===== src/design/brlt_pkg.sv =====
// brlt_pkg: types and codes shared by the byte-range lock table modules
// depends on nothing
`default_nettype none
package brlt_pkg;

    typedef enum logic [2:0] {
        CMD_LOCK       = 3'd0,
        CMD_UNLOCK_ONE = 3'd1,
        CMD_UNLOCK_ALL = 3'd2,
        CMD_CHECK_RD   = 3'd3,
        CMD_CHECK_WR   = 3'd4
    } cmd_t;

    localparam logic [2:0] ST_OK          = 3'd0;
    localparam logic [2:0] ST_BAD_RANGE   = 3'd1;
    localparam logic [2:0] ST_NOT_GRANTED = 3'd2;
    localparam logic [2:0] ST_NOT_LOCKED  = 3'd3;
    localparam logic [2:0] ST_CONFLICT    = 3'd4;
    localparam logic [2:0] ST_FULL        = 3'd5;

    // classified request word passed from front to back
    typedef struct packed {
        logic [2:0]  cmd;
        logic        active;
        logic        bad_range;
        logic [7:0]  handle;
        logic [31:0] key;
        logic [63:0] offset;
        logic [63:0] length;
        logic [63:0] last;
        logic        excl;
    } req_t;

    typedef enum logic [2:0] {
        S_IDLE,
        S_READ,
        S_SCAN,
        S_SCAN2,
        S_WRITE,
        S_DONE
    } state_t;

    // range overlap with zero-length boundary rule
    function automatic logic ranges_meet(
        input logic [63:0] o1, input logic [63:0] l1, input logic [63:0] e1,
        input logic [63:0] o2, input logic [63:0] l2, input logic [63:0] e2);
        logic r;
        begin
            if (l1 == 64'd0 && l2 == 64'd0) begin
                r = 1'b0;
            end else if (l1 == 64'd0) begin
                r = (o1 > o2) && (o1 <= e2);
            end else if (l2 == 64'd0) begin
                r = (o2 > o1) && (o2 <= e1);
            end else begin
                r = (o1 <= e2) && (o2 <= e1);
            end
            return r;
        end
    endfunction

endpackage
`default_nettype wire


===== src/design/brlt_front.sv =====
// brlt_front: accepts command words, classifies them, two-entry queue to back end
// depends on brlt_pkg
`default_nettype none
module brlt_front #(
    parameter int HANDLE_COUNT = 16
) (
    input  wire                 aclk,
    input  wire                 aresetn,
    input  wire                 s_valid,
    output logic                s_ready,
    input  wire  [2:0]          s_command,
    input  wire  [3:0]          s_handle,
    input  wire  [31:0]         s_lock_key,
    input  wire  [63:0]         s_range_offset,
    input  wire  [63:0]         s_range_length,
    input  wire                 s_want_exclusive,
    output logic                q_valid,
    input  wire                 q_ready,
    output brlt_pkg::req_t      q_req
);
    brlt_pkg::req_t   cls;
    brlt_pkg::req_t   buf_reg [2];
    logic             rd_ptr_reg, rd_ptr_next, wr_ptr_reg, wr_ptr_next;
    logic [1:0]       cnt_reg, cnt_next;
    logic             push, pop;

    // classify incoming word
    always_comb begin
        cls.cmd       = s_command;
        cls.active    = ({28'd0, s_handle} < 32'(HANDLE_COUNT)) &&
                        (s_command <= 3'(brlt_pkg::CMD_CHECK_WR));
        cls.handle    = {4'd0, s_handle};
        cls.key       = s_lock_key;
        cls.offset    = s_range_offset;
        cls.length    = s_range_length;
        cls.last      = s_range_offset + s_range_length - 64'd1;
        cls.bad_range = (s_range_length != 64'd0) && (cls.last < s_range_offset);
        cls.excl      = s_want_exclusive;
    end

    assign s_ready = (cnt_reg != 2'd2);
    assign push    = s_valid && s_ready;
    assign q_valid = (cnt_reg != 2'd0);
    assign pop     = q_valid && q_ready;
    assign q_req   = buf_reg[rd_ptr_reg];

    always_comb begin
        wr_ptr_next = push ? ~wr_ptr_reg : wr_ptr_reg;
        rd_ptr_next = pop ? ~rd_ptr_reg : rd_ptr_reg;
        cnt_next    = cnt_reg + 2'(push) - 2'(pop);
    end

    // queue storage
    always_ff @(posedge aclk) begin
        if (push) begin
            buf_reg[wr_ptr_reg] <= cls;
        end
    end

    always_ff @(posedge aclk) begin
        if (!aresetn) begin
            rd_ptr_reg <= 1'b0;
            wr_ptr_reg <= 1'b0;
            cnt_reg    <= 2'd0;
        end else begin
            rd_ptr_reg <= rd_ptr_next;
            wr_ptr_reg <= wr_ptr_next;
            cnt_reg    <= cnt_next;
        end
    end
endmodule
`default_nettype wire


===== config.mk =====
export PLATFORM = sky130hd
export DESIGN_NAME = brlt_front
export DESIGN_NICKNAME = d
export VERILOG_FILES = /design/src/design/brlt_pkg.sv /design/src/design/brlt_front.sv
export SDC_FILE = /design/constraint.sdc
export NUM_CORES = 1
export LEC_CHECK = 0
export ABC_CLOCK_PERIOD_IN_PS = 15050
export BUFFER_PORTS_ARGS = -buffer_cell sky130_fd_sc_hd__buf_2
export CAP_MARGIN = 20
export CORE_AREA = 2 2 237 239
export DETAILED_ROUTE_END_ITERATION = 10
export DIE_AREA = 0 0 239 241
export PLACE_DENSITY = 0.63
export SETUP_SLACK_MARGIN = 0.15
export SYNTH_ARGS = -nofsm -noshare
export SYNTH_HDL_FRONTEND = slang
export SYNTH_SLANG_ARGS = --single-unit

===== constraint.sdc =====
create_clock -name aclk -period 15.05 [get_ports aclk]
set_input_delay 1.505 -clock aclk [delete_from_list [all_inputs] [get_ports aclk]]
set_output_delay 1.505 -clock aclk [all_outputs]
set_load 0.02 [all_outputs]

After elaboration in Yosys (flattened, before gate mapping)
Memories as Yosys holds them, arrays and structs flattened. A register that Yosys moved wholly into a read port is not among the register bits.
Cells that the tools add are included.
{"block": "classes", "add_sub_neg": 4, "magnitude_cmp": 2, "n_eq_ne": 1, "n_mux": 4, "bitwise_logic": 2, "n_reduce_logical": 5}
{"cell": "64-bit adder", "count": 1}
{"cell": "64-bit < comparator", "count": 1}
{"cell": "64-bit nonzero test", "count": 1}
{"cell": "64-bit by 1-bit subtractor with 64-bit output, second input constant", "count": 1}
{"cell": "1-bit 2-to-1 mux", "count": 4}
{"cell": "3-bit less-or-equal comparator, second input constant", "count": 1}
{"cell": "1-bit logical AND", "count": 3}
{"cell": "2-bit by 1-bit adder with 2-bit output", "count": 1}
{"cell": "2-bit != test, second input constant", "count": 1}
{"cell": "1-bit NOT", "count": 2}
{"cell": "2-bit nonzero test", "count": 1}
{"cell": "2-bit by 1-bit subtractor with 2-bit output", "count": 1}
{"block": "word_totals", "register_bits": 4, "mem_bits_rw": 468, "in_bits": 172, "out_inout_bits": 240, "word_cells": 22, "mem_count": 1}
{"name": "buf_reg", "depth": 2, "width": 234, "read_ports": 1, "rd_ports_with_merged_regs": 1, "write_ports": 1, "line": "brlt_front.sv:22", "rtl": "brlt_pkg::req_t buf_reg [2];"}

Logic depth before layout (Yosys ltp)
{"block": "depth", "ltp_word": 4, "ltp_mapped": 24, "ltp_nobuf": 24}

Least setup slack after synthesis
Ideal clock, no wire load.
{"block": "synth_timing", "kind": "input to register", "startpoint": "input port s_valid", "endpoint": "register wr_ptr_reg", "setup_ns": 0.104, "arrival_ns": 12.068, "slack_ns": 2.878, "cell_stages": 3, "path_cell_list": "nand2_1 > nor2_1 > o21a_1"}
{"block": "synth_between", "elab_chain_cells": 1}
{"element": "start, declared", "line": "brlt_front.sv:9", "rtl": "input wire s_valid,"}
{"element": "1-bit logical AND", "line": "brlt_front.sv:42", "rtl": "assign push = s_valid && s_ready;"}
{"element": "end signal, assigned", "line": "brlt_front.sv:67", "rtl": "wr_ptr_reg <= wr_ptr_next;"}
{"element": "end, declared", "line": "brlt_front.sv:23", "rtl": "logic rd_ptr_reg, rd_ptr_next, wr_ptr_reg, wr_ptr_next;"}
Every way passes these cells.
A chain may end at the register's enable or synchronous reset.

==> results.cfg <==
[run_status]
outcome = completed

[synth]
synth_edf_count = 468
synth_area_leaders = edfxtp_1, mux2_2, ha_1
syn_area_um2 = 23900
synth_area_per_cell_um2 = 13.4
synth.largest_area_cell = edfxtp_1
ys_seq_area_share_pct = 59.2
synth_seq_cells = 473
synth_ff_type = edfxtp_1
netlist_instances = 1777
synth.top_cell.area_share_pct = 58.8
synthArstFlopShare_pct = 0
synth_warnings = 0
ys_types = 60

[timing]
fin_crit_sh_pct = 44.7
timing.fmax_ghz = 0.149
hold_violations = 0
slew_violations = 0
clock_skew_ps = 15.8
grt_setup_unrepaired = false
setup_viol = 0
relSlewSlack_pct = 33.1
fin_ws_ps = 8320
period_needed_ps = 6730
worst_slew_pin_slew_ps = 1000
fin_setup_tns_ps = 0

[setup_path]
crit_path_max_incr_delay_ps = 590
cp_common_cell = ha_1
path_class = in2reg
cp_top_family = compound AO/OA/AOI/OAI gates
path_buf_inv = 3
critPathMaxFanout = 6
required_ps = 15370
cp_slowest_cell = o21ai_0
cp_cell_sequence = buf_2, inv_1, ha_1, inv_1, ha_1, a21oi_1, o21ai_0, a211oi_1, o41ai_1, o21ai_0, o2bb2ai_1, o31ai_1, xnor2_1, ha_1, nand3_1, nor2_1, nand2_1, nor4_1, a31oi_1, o31ai_1, a21oi_1
worst_setup_path_end_kind = register
start_kind = primary input
cp.arrival_ps = 7050

[finish]
largest_reg_flops = 468
final_cell_mix = edfxtp_1, buf_2, inv_1, mux2_2, ha_1
fillers = 4817
drive_gt1_share_pct = 33.0
final_common_cell = edfxtp_1
nNetsFinal = 2562
area_growth_syn_to_layout_pct = 18.5

[floorplanning]
core_region_area_um2 = 54900
io_pins = 412
initial_core_util_pct = 43.5
die_y_um = 241
fp.dieArea_um2 = 57600
die_w_um = 239
row_count = 86

[clocking]
clk_latency_ps = 600
cts_inserted_buffers = 50
cts_resized = 0
cts_tree = built
clk_root_buffer_cell = clkbuf_16
clk_path_buf_depth = 3
cts_hold_buf = 0
clk_pin_slew_ps = 60
cts_setup_buffers = 0
cts-htree-levels = 2
cts_sinks = 473

[placement]
place_hpwl_mm = 43.6
post-place-ws_ps = 7640
gp_congestion = 0.892
io_buffers = 407

[global_routing]
grt_pass1_vias = 15538
grt_max_degree = 73
antenna_found_initial = 4
grt-ovfl-total = 0
met2_usage_pct = 33.5
met3_usage_pct = 4.60
busiest_layer = met2
grt_pass1_wl_mm = 88.3
track_usage_pct = 19.9
grt_use_met1_pct = 26.0

[detailed_routing]
first_pass_iters = 5
avgViaCountPerCell = 5.23
vias = 15393
antenna_left = 0
drt_iter0_markers = 865
drt_wl_total_mm = 58.3
drc = 0
post_drt_wl_per_cell_um = 19.8

[power]
power.density_nw_per_um2 = 157
power_leakage_uw = 0.0117
peakVddDrop_mv = 0.112
power.total_uw = 4460

[run]
max_cap_viol_count = 0

[hold_path]
min_path_type = reg2reg
-- final cells by class --
class / count / area (um^2) / area share, %
Sequential cell: 473 / 14200 / 50.0
Tap cell: 704 / 881 / 3.11
Antenna cell: 4 / 10.0 / 0.0353
Clock inverter: 21 / 254 / 0.897
Clock buffer: 69 / 1350 / 4.77
Inverter: 268 / 1010 / 3.55
Timing Repair Buffer: 417 / 2120 / 7.50
Multi-Input combinational cell: 988 / 8540 / 30.2
-- tightest hold or removal path: stages, from the launching register on --
cell and delay, ps:
dfxtp_1 320, xnor2_1 90, nor2b_1 100
-- path summary, 6_finish.rpt --
path                      startpoint                        end  slack, ps  depth (start not counted)
max               s_range_offset[21]  buf_reg[0][229]$_DFFE_PP_       8320                         21
min          rd_ptr_reg$_SDFFE_PN0P_                   register        550                          2
max reg2reg    cnt_reg[0]$_SDFF_PN0_  buf_reg[0][105]$_DFFE_PP_      11710                          6
min reg2reg  rd_ptr_reg$_SDFFE_PN0P_                   register        550                          2
-- power breakdown --
part | switching (uW) | internal [uW]
Combinational | 932 | 566
Sequential | 60.0 | 1700
Clock | 505 | 702
-- metal layers --
metal | part of all wire [%] | vias to the layer above
met3 | 6.8 | 74
met5 | 0.021 | -
met1 | 43 | 7516
li1 | - | 7344
met4 | 2.0 | 2
met2 | 48 | 457
-- synth_stat cells, types with 6 or more instances --
library cell and count:
a211oi_1 11, and2_1 7, nor2_1 49, nor3_1 13
o21bai_1 16, and3_1 6, o21ai_0 43, edfxtp_1 468
a31oi_1 7, buf_4 8, xor2_1 24, inv_1 268
mux2_2 234, o21a_1 6, nand4_1 39, a21oi_1 85
nor4_1 22, nand2_1 54, a21o_1 58, nand3_1 14
xnor2_1 40, clkbuf_1 41, ha_1 191
-- per-stage QoR --
step                hold WS, ps  utilization, %  instance area, um^2  cells
finish                      552            51.6                28300   2944
global route                596            51.6                28300   2941
CTS                         551            51.6                28300   2939
detailed placement          533            48.6                26700   2849
global placement            522            48.6                26700   2849
floorplan                   504               -                23900   1780
-- cells by family (layout without fill, tap and decap cells) --
kind of cell	Yosys count	after routing	share of synthesized area (%)
other	1	8	0.0157
flip-flops	473	473	59.2
XOR/XNOR	64	64	2.35
buffers and inverters	319	775	5.15
AND/OR/NAND/NOR	231	231	4.91
multiplexers	234	234	11.0
AO/OA/AOI/OAI	263	263	7.24
adder cells (fa/ha/maj)	192	192	10.1
No activity file was read; power rests on OpenSTA's default activity.
